**config.mk**
```make
export PLATFORM = sky130hd
export DESIGN_NAME = srtf_preemptive_scheduler
export DESIGN_NICKNAME = d
export VERILOG_FILES = /design/src/rtl/srtf_pkg.sv /design/src/rtl/srtf_ram.sv /design/src/rtl/srtf_ctrl.sv /design/src/rtl/srtf_dp.sv /design/src/rtl/srtf_preemptive_scheduler.sv
export VERILOG_INCLUDE_DIRS = /design/src /design/src/rtl
export SDC_FILE = /design/constraint.sdc
export NUM_CORES = 2
export LEC_CHECK = 0
export ABC_CLOCK_PERIOD_IN_PS = 11850
export BUFFER_PORTS_ARGS = -buffer_cell sky130_fd_sc_hd__buf_2
export CORE_ASPECT_RATIO = 0.8
export CORE_MARGIN = 3
export CORE_UTILIZATION = 55
export DETAILED_ROUTE_END_ITERATION = 8
export PLACE_DENSITY = 0.79
export SETUP_SLACK_MARGIN = 0.2
export SLEW_MARGIN = 20
export SYNTH_ARGS = -nofsm -noshare
export SYNTH_HDL_FRONTEND = slang
export SYNTH_SLANG_ARGS = --single-unit
```
**constraint.sdc**
```tcl
create_clock -name clk -period 11.85 [get_ports clk]
set_input_delay 2.9625 -clock clk [delete_from_list [all_inputs] [get_ports clk]]
set_output_delay 2.9625 -clock clk [all_outputs]
set_load 0.01 [all_outputs]
```
**src/rtl/srtf_preemptive_scheduler_defines.svh**
```systemverilog
// ----------------------------------------------------------------------------
// srtf scheduler assertion macros
// shared concurrent check wrappers, clocked on clk and gated by reset
// ----------------------------------------------------------------------------
`ifndef SRTF_PREEMPTIVE_SCHEDULER_DEFINES_SVH
`define SRTF_PREEMPTIVE_SCHEDULER_DEFINES_SVH

// same-cycle implication check
`define SRTF_ASSERT_NOW(label, ante, cons) \
    label: assert property (@(posedge clk) disable iff (!rst_n) (ante) |-> (cons)) \
        else $error("srtf scheduler check failed");

// next-cycle implication check
`define SRTF_ASSERT_NEXT(label, ante, cons) \
    label: assert property (@(posedge clk) disable iff (!rst_n) (ante) |=> (cons)) \
        else $error("srtf scheduler check failed");

`endif

```
**src/rtl/srtf_pkg.sv**
```systemverilog
// ----------------------------------------------------------------------------
// srtf scheduler package
// shared types, request codes and result codes
// ----------------------------------------------------------------------------
package srtf_pkg;

    // request function codes
    localparam logic FUNC_ARRIVE = 1'b0;
    localparam logic FUNC_TICK   = 1'b1;

    // result status codes
    localparam logic [2:0] ST_ACCEPTED = 3'd0;
    localparam logic [2:0] ST_FULL     = 3'd1;
    localparam logic [2:0] ST_RAN      = 3'd2;
    localparam logic [2:0] ST_IDLE     = 3'd3;
    localparam logic [2:0] ST_DONE     = 3'd4;

    // one job table entry
    typedef struct packed {
        logic [7:0]  job;
        logic [15:0] burst;
        logic [31:0] arrival;
        logic [15:0] remaining;
    } entry_t;

    localparam int ENTRY_W = $bits(entry_t);

    // controller states
    typedef enum logic [2:0] {
        S_IDLE,
        S_SCAN,
        S_DRAIN,
        S_FINISH,
        S_REPORT
    } state_t;

    // controller to datapath commands
    typedef struct packed {
        logic load;
        logic scan;
        logic finish;
        logic report;
    } cmd_t;

    // datapath to controller status
    typedef struct packed {
        logic scan_last;
    } sts_t;

endpackage

```
**src/rtl/srtf_ram.sv**
```systemverilog
// ----------------------------------------------------------------------------
// srtf generic ram
// single write port, single read port with registered read data
// ----------------------------------------------------------------------------
module srtf_ram #(
    parameter int WIDTH = 8,
    parameter int DEPTH = 16
) (
    input  logic                                     clk,
    input  logic                                     we,
    input  logic [((DEPTH > 1) ? $clog2(DEPTH) : 1)-1:0] waddr,
    input  logic [WIDTH-1:0]                         wdata,
    input  logic                                     re,
    input  logic [((DEPTH > 1) ? $clog2(DEPTH) : 1)-1:0] raddr,
    output logic [WIDTH-1:0]                         rdata
);

    logic [WIDTH-1:0] mem [DEPTH];

    // write and registered read
    always_ff @(posedge clk)
    begin
        if (we)
        begin
            mem[waddr] <= wdata;
        end
        if (re)
        begin
            rdata <= mem[raddr];
        end
    end

endmodule

```
**src/rtl/srtf_ctrl.sv**
```systemverilog
// ----------------------------------------------------------------------------
// srtf controller
// sequences the table scan, the update and the result strobe
// ----------------------------------------------------------------------------
module srtf_ctrl
    import srtf_pkg::*;
(
    input  logic clk,
    input  logic rst_n,
    input  logic start,
    input  sts_t sts,
    output logic busy,
    output cmd_t cmd
);

    state_t state_reg;
    state_t state_next;

    // state register
    always_ff @(posedge clk or negedge rst_n)
    begin
        if (!rst_n)
        begin
            state_reg <= S_IDLE;
        end
        else
        begin
            state_reg <= state_next;
        end
    end

    // next state
    always_comb
    begin
        state_next = state_reg;
        unique case (state_reg)
            S_IDLE:
            begin
                if (start)
                begin
                    state_next = S_SCAN;
                end
            end
            S_SCAN:
            begin
                if (sts.scan_last)
                begin
                    state_next = S_DRAIN;
                end
            end
            S_DRAIN:  state_next = S_FINISH;
            S_FINISH: state_next = S_REPORT;
            S_REPORT: state_next = S_IDLE;
            default:  state_next = S_IDLE;
        endcase
    end

    // outputs
    always_comb
    begin
        busy       = (state_reg != S_IDLE);
        cmd.load   = (state_reg == S_IDLE) && start;
        cmd.scan   = (state_reg == S_SCAN);
        cmd.finish = (state_reg == S_FINISH);
        cmd.report = (state_reg == S_REPORT);
    end

endmodule

```
**src/rtl/srtf_dp.sv**
```systemverilog
// ----------------------------------------------------------------------------
// srtf datapath
// job table, occupancy bits, clock counter, best-job search and result regs
// ----------------------------------------------------------------------------
module srtf_dp
    import srtf_pkg::*;
#(
    parameter int SLOTS = 16
) (
    input  logic        clk,
    input  logic        rst_n,
    input  cmd_t        cmd,
    output sts_t        sts,
    input  logic        func,
    input  logic [7:0]  job_id,
    input  logic [15:0] burst_time,
    output logic        done,
    output logic [2:0]  status,
    output logic [7:0]  served_id,
    output logic [31:0] wait_time,
    output logic [31:0] turnaround_time
);

    localparam int IDX_W = (SLOTS > 1) ? $clog2(SLOTS) : 1;
    localparam logic [IDX_W-1:0] LAST_IDX = IDX_W'(SLOTS - 1);

    // request latches
    logic        func_reg;
    logic [7:0]  job_reg;
    logic [15:0] burst_reg;

    // control state
    logic [IDX_W-1:0] cnt_reg;
    logic             cmp_vld_reg;
    logic [IDX_W-1:0] cmp_idx_reg;
    logic [SLOTS-1:0] used_reg;
    logic [SLOTS-1:0] used_next;
    logic [31:0]      time_reg;
    logic [31:0]      time_next;
    logic             best_found_reg;
    logic             free_found_reg;
    logic             done_reg;

    // search results
    logic [IDX_W-1:0] best_idx_reg;
    logic [IDX_W-1:0] free_idx_reg;
    entry_t           best_reg;
    logic [31:0]      turn_reg;
    logic [31:0]      turn_next;

    // result registers
    logic [2:0]  status_reg;
    logic [7:0]  served_id_reg;
    logic [31:0] wait_time_reg;
    logic [31:0] turnaround_time_reg;

    // table port signals
    logic [ENTRY_W-1:0] ram_rdata;
    entry_t             rd_entry;
    entry_t             wr_entry;
    logic               ram_we;
    logic [IDX_W-1:0]   ram_waddr;

    logic cand_used;
    logic cand_beats;
    logic best_last;
    logic arrive_ok;
    logic tick_keep;

    assign rd_entry = entry_t'(ram_rdata);
    assign sts.scan_last = (cnt_reg == LAST_IDX);

    // job table
    srtf_ram #(
        .WIDTH (ENTRY_W),
        .DEPTH (SLOTS)
    ) u_table (
        .clk   (clk),
        .we    (ram_we),
        .waddr (ram_waddr),
        .wdata (wr_entry),
        .re    (cmd.scan),
        .raddr (cnt_reg),
        .rdata (ram_rdata)
    );

    // candidate compare: remaining, then arrival, then id; slot order keeps ties
    assign cand_used  = used_reg[cmp_idx_reg];
    assign cand_beats = !best_found_reg ||
                        ({rd_entry.remaining, rd_entry.arrival, rd_entry.job} <
                         {best_reg.remaining, best_reg.arrival, best_reg.job});

    // update decode
    assign best_last = (best_reg.remaining <= 16'd1);
    assign arrive_ok = (func_reg == FUNC_ARRIVE) && free_found_reg;
    assign tick_keep = (func_reg == FUNC_TICK) && best_found_reg && !best_last;

    // table write: new job on arrive, decremented remaining on tick
    always_comb
    begin
        ram_we = cmd.finish && (arrive_ok || tick_keep);
        if (func_reg == FUNC_ARRIVE)
        begin
            ram_waddr          = free_idx_reg;
            wr_entry.job       = job_reg;
            wr_entry.burst     = burst_reg;
            wr_entry.arrival   = time_reg;
            wr_entry.remaining = burst_reg;
        end
        else
        begin
            ram_waddr          = best_idx_reg;
            wr_entry.job       = best_reg.job;
            wr_entry.burst     = best_reg.burst;
            wr_entry.arrival   = best_reg.arrival;
            wr_entry.remaining = best_reg.remaining - 16'd1;
        end
    end

    // occupancy, time and turnaround next values
    always_comb
    begin
        used_next = used_reg;
        time_next = time_reg;
        turn_next = turn_reg;
        if (cmd.finish)
        begin
            if (arrive_ok)
            begin
                used_next[free_idx_reg] = 1'b1;
            end
            if (func_reg == FUNC_TICK)
            begin
                time_next = time_reg + 32'd1;
                turn_next = time_next - best_reg.arrival;
                if (best_found_reg && best_last)
                begin
                    used_next[best_idx_reg] = 1'b0;
                end
            end
        end
    end

    // control registers
    always_ff @(posedge clk or negedge rst_n)
    begin
        if (!rst_n)
        begin
            cnt_reg        <= '0;
            cmp_vld_reg    <= 1'b0;
            used_reg       <= '0;
            time_reg       <= '0;
            best_found_reg <= 1'b0;
            free_found_reg <= 1'b0;
            done_reg       <= 1'b0;
        end
        else
        begin
            cmp_vld_reg <= cmd.scan;
            used_reg    <= used_next;
            time_reg    <= time_next;
            done_reg    <= cmd.report;
            if (cmd.load)
            begin
                cnt_reg        <= '0;
                best_found_reg <= 1'b0;
                free_found_reg <= 1'b0;
            end
            else
            begin
                if (cmd.scan)
                begin
                    cnt_reg <= cnt_reg + IDX_W'(1);
                end
                if (cmp_vld_reg)
                begin
                    if (cand_used && cand_beats)
                    begin
                        best_found_reg <= 1'b1;
                    end
                    if (!cand_used)
                    begin
                        free_found_reg <= 1'b1;
                    end
                end
            end
        end
    end

    // payload registers
    always_ff @(posedge clk)
    begin
        cmp_idx_reg <= cnt_reg;
        turn_reg    <= turn_next;
        if (cmd.load)
        begin
            func_reg  <= func;
            job_reg   <= job_id;
            burst_reg <= burst_time;
        end
        if (cmp_vld_reg)
        begin
            if (cand_used && cand_beats)
            begin
                best_reg     <= rd_entry;
                best_idx_reg <= cmp_idx_reg;
            end
            if (!cand_used && !free_found_reg)
            begin
                free_idx_reg <= cmp_idx_reg;
            end
        end
    end

    // result formatting
    always_ff @(posedge clk)
    begin
        if (cmd.report)
        begin
            wait_time_reg       <= '0;
            turnaround_time_reg <= '0;
            if (func_reg == FUNC_ARRIVE)
            begin
                status_reg    <= free_found_reg ? ST_ACCEPTED : ST_FULL;
                served_id_reg <= job_reg;
            end
            else if (!best_found_reg)
            begin
                status_reg    <= ST_IDLE;
                served_id_reg <= '0;
            end
            else if (best_last)
            begin
                status_reg          <= ST_DONE;
                served_id_reg       <= best_reg.job;
                turnaround_time_reg <= turn_reg;
                wait_time_reg       <= turn_reg - {16'd0, best_reg.burst};
            end
            else
            begin
                status_reg    <= ST_RAN;
                served_id_reg <= best_reg.job;
            end
        end
    end

    assign done            = done_reg;
    assign status          = status_reg;
    assign served_id       = served_id_reg;
    assign wait_time       = wait_time_reg;
    assign turnaround_time = turnaround_time_reg;

endmodule

```
**src/rtl/srtf_preemptive_scheduler.sv**
```systemverilog
// ----------------------------------------------------------------------------
// srtf preemptive scheduler
// Shortest-remaining-time-first job scheduler over SLOTS table entries. A
// request is taken when start is high and busy is low; func selects an
// arrival (job_id, burst_time) or a one-unit time tick. Every request gives
// exactly one result, shown for a single cycle with done high; the receiver
// cannot stall it, so it must capture the result in that cycle. The job table
// is read one entry per cycle through its single read port, then come a
// drain, an update and a report state. busy falls as done rises, so a new
// request may be issued in the same cycle that the result appears.
// wait_time and turnaround_time are nonzero only with status job completed.
// ----------------------------------------------------------------------------
`include "srtf_preemptive_scheduler_defines.svh"

module srtf_preemptive_scheduler
    import srtf_pkg::*;
#(
    parameter int SLOTS = 16
) (
    input  logic        clk,
    input  logic        rst_n,
    input  logic        start,
    output logic        busy,
    input  logic        func,
    input  logic [7:0]  job_id,
    input  logic [15:0] burst_time,
    output logic        done,
    output logic [2:0]  status,
    output logic [7:0]  served_id,
    output logic [31:0] wait_time,
    output logic [31:0] turnaround_time
);

    cmd_t cmd;
    sts_t sts;

    // controller
    srtf_ctrl u_ctrl (
        .clk   (clk),
        .rst_n (rst_n),
        .start (start),
        .sts   (sts),
        .busy  (busy),
        .cmd   (cmd)
    );

    // datapath
    srtf_dp #(
        .SLOTS (SLOTS)
    ) u_dp (
        .clk             (clk),
        .rst_n           (rst_n),
        .cmd             (cmd),
        .sts             (sts),
        .func            (func),
        .job_id          (job_id),
        .burst_time      (burst_time),
        .done            (done),
        .status          (status),
        .served_id       (served_id),
        .wait_time       (wait_time),
        .turnaround_time (turnaround_time)
    );

    // an accepted request keeps the block busy until its result
    `SRTF_ASSERT_NEXT(a_accept_busy, start && !busy, busy)
    // a result only appears once the controller is back at rest
    `SRTF_ASSERT_NOW(a_done_idle, done, !busy && !cmd.scan && !cmd.finish)
    // times are reported only for a completed job
    `SRTF_ASSERT_NOW(a_times_zero, done && (status != ST_DONE),
                     (wait_time == 32'd0) && (turnaround_time == 32'd0))

endmodule
```
==> run_results.csv <==
group,metric,value,unit
run_status,status,"finished, final reports clean",
yosys,synth.distinct_cells,63,
routing,vias,32000,
worst_setup_path,start_kind,"flip-flop",
cells_and_area,area_growth,11.7,%
clocking,cts_resized,0,
placement,port_buffers,104,
worst_setup_path,crit_arrival,1.84,ns
yosys,async_reset_ff_share,3.94,%
yosys,synthDominantCellAreaShare,71.1,%
clocking,cts_tree,"yes",
floorplan,fp.dieArea,114000,sq um
timing,worstMarginPinSlew,1.15,ns
pwr,power_leakage,22.8,nW
floorplan,num_rows,108,
grt,grt_pass1_vias,31900,
cells_and_area,largest_reg_flops,1152,
clocking,postCtsSetupRepairBufs,0,
placement,place_area,63100,sq um
timing,max_freq,208,MHz
routing,dr.pass1.iters,6,
grt,grt_usage,27.0,%
yosys,synth_ff_type,"edfxtp_1",
routing,postRouteAntennaNets,0,
routing,drt_iter0_drc,4642,
floorplan,io_pins,105,
timing,slew_viol_final,0,
yosys,synth_edf_count,1436,
grt,gr-total-overflow,0,
grt,antenna_found_initial,11,
clocking,hold_buffers,0,
pwr,p_per_area,207,nW/um^2
clocking,clkLatencyLatePin,0.76,ns
cells_and_area,fillers,7059,
worst_setup_path,path_max_fanout,6,
floorplan,die_w,377,um
yosys,synthCells,3079,
yosys,yosysMostFrequentCell,"edfxtp_1",
yosys,synth_area_leaders,"edfxtp_1, mux4_2, dfrtp_1, ha_1, xnor2_1",
yosys,synth_seq_cells,1499,
clocking,h-tree-depth,4,
timing,rsz0062_at_grt,"no",
min_path,hp-class,"reg2reg",
timing,finalCritPeriodShare,40.5,%
worst_setup_path,end_kind,"primary output",
yosys,syn_area,60700,sq um
cells_and_area,drive_above_1_share,24.5,%
routing,wl_per_cell,31.9,um
placement,dp_hpwl,85.0,mm
cells_and_area,multi_input_area,15300,sq um
cells_and_area,seqCellArea,44700,sq um
yosys,seq_area_frac_synth,73.6,%
yosys,ys_top_cells_by_count,"edfxtp_1, mux4_2, a21oi_1",
worst_setup_path,reg2reg_slack,7.27,ns
routing,vias_per_cell,6.68,
cells_and_area,fin_nets,3383,
grt,grt_pass1_wl,223,mm
routing,drc,0,
floorplan,die_y,303,um
yosys,syn_avg_cell_area,19.7,sq um
floorplan,start_util,55.7,%
timing,hold_viol,0,
floorplan,design.core.area,109000,sq um
timing,finClkSkew,0.0342,ns
worst_setup_path,worstSetupPathType,"reg2out",
job,maxCapViolCount,0,
placement,place_congestion,0.860,
timing,fin_tns_setup,0,ns
timing,period_minus_slack,4.80,ns
routing,drt_wl_total,153,mm
clocking,cts_buffers,141,
yosys,yosysTopAreaCell,"edfxtp_1",
yosys,ys_warn_count,0,
clocking,cts_buffer_depth,3,
worst_setup_path,worstPathRequired,8.89,ns
yosys,syn_nets,3216,
timing,max-slew-margin-rel,22.7,%
pwr,ir_drop,0.169,mV
cells_and_area,design_area,67800,sq um
clocking,cts.sinks,1499,
clocking,clock-root-buffer,"clkbuf_16",
timing,setup_violations,0,
grt,grt_max_degree,125,
clocking,cts.reportedPaths.clkPinSlew,0.06,ns
-- critical path: stages (launching register included) --
cell,delay (ns)
dfrtp_1,0.45
or3_1,0.46
buf_2,0.17
-- layer usage --
metal / global-route usage [%] / vias to the layer above / part of all wire [%]
met5: 0 / - / 0.022
met3: 6.82 / 359 / 12
met2: 41.3 / 2316 / 47
met4: 8.91 / 6 / 3.3
li1: - / 12900 / -
met1: 38.8 / 16400 / 38
-- final timing paths --
check / startpoint / to / cells after the start
hold reg to reg: u_dp.u_table.rdata[57] / u_dp.best_reg[57] / 0
setup reg to reg: u_dp.best_reg[0] / u_dp.u_table.mem[10][24] / 10
max in group asynchronous: rst_n / u_dp.cnt_reg[2] / 2
hold / removal: u_dp.u_table.rdata[57] / u_dp.best_reg[57] / 0
min in group asynchronous: rst_n / u_dp.time_reg[25] / 2
setup / recovery: u_ctrl.state_reg[2] / busy / 2
-- metrics by stage --
step / total power [mW] / setup slack, ns / utilization (%) / hold slack [ns] / std cells
2_1_floorplan: 8.63 / 5.21 / - / 0.345 / 3079
3_3_place_gp: 9.37 / 7.53 / 57.9 / 0.401 / 4531
3_5_place_dp: 9.45 / 7.46 / 57.9 / 0.405 / 4532
4_1_cts: 14.1 / 7.02 / 62.2 / 0.417 / 4790
5_1_grt: 14.5 / 7.01 / 62.2 / 0.425 / 4791
6_report: 14.0 / 7.05 / 62.2 / 0.417 / 4792
-- layout make-up --
| type | instances | share of cell area [%] |
|---|---|---|
| inverter | 96 | 0.532 |
| antenna | 1 | 0.00369 |
| multi-input combinational | 1350 | 22.6 |
| clock inverter | 80 | 1.36 |
| clock buffer | 178 | 5.54 |
| sequential | 1499 | 65.9 |
| tap | 1430 | 2.64 |
| timing repair buffer | 158 | 1.40 |
-- cell usage in the layout, fill, tap and decap left out, types with 9 or more instances in the layout --
cell	instances
clkinv_2	17
nor3_1	27
mux2_2	58
and3_1	41
or3_1	14
mux4_2	365
xor2_1	34
xnor2_1	82
buf_4	52
buf_2	104
nor2b_1	12
nand3_1	49
o21a_1	13
ha_1	107
clkbuf_16	145
edfxtp_1	1436
nor2_4	17
a21o_1	37
nand2b_1	9
o21ai_0	43
bufinv_16	13
clkinv_1	30
a31oi_1	15
nor2_1	98
clkbuf_1	33
inv_1	94
nand4_1	31
a21oi_1	109
nand2_1	75
a21oi_2	9
dfrtp_1	55
-- where the power goes --
group          internal (mW)  switching, mW
registers               6.24          0.375
logic                   1.42           1.42
clock network           2.56           2.02
total                   10.2           3.82
-- logic make-up after synthesis --
family / count (synthesis) / synth area share [%]
flops: 1499 / 73.6
fa+ha+maj: 109 / 2.27
mux: 424 / 14.6
xor+xnor: 116 / 1.67
simple gates: 414 / 3.42
compound gates: 287 / 2.92
buf+inv: 230 / 1.43
No activity file was read; power rests on OpenSTA's default activity.
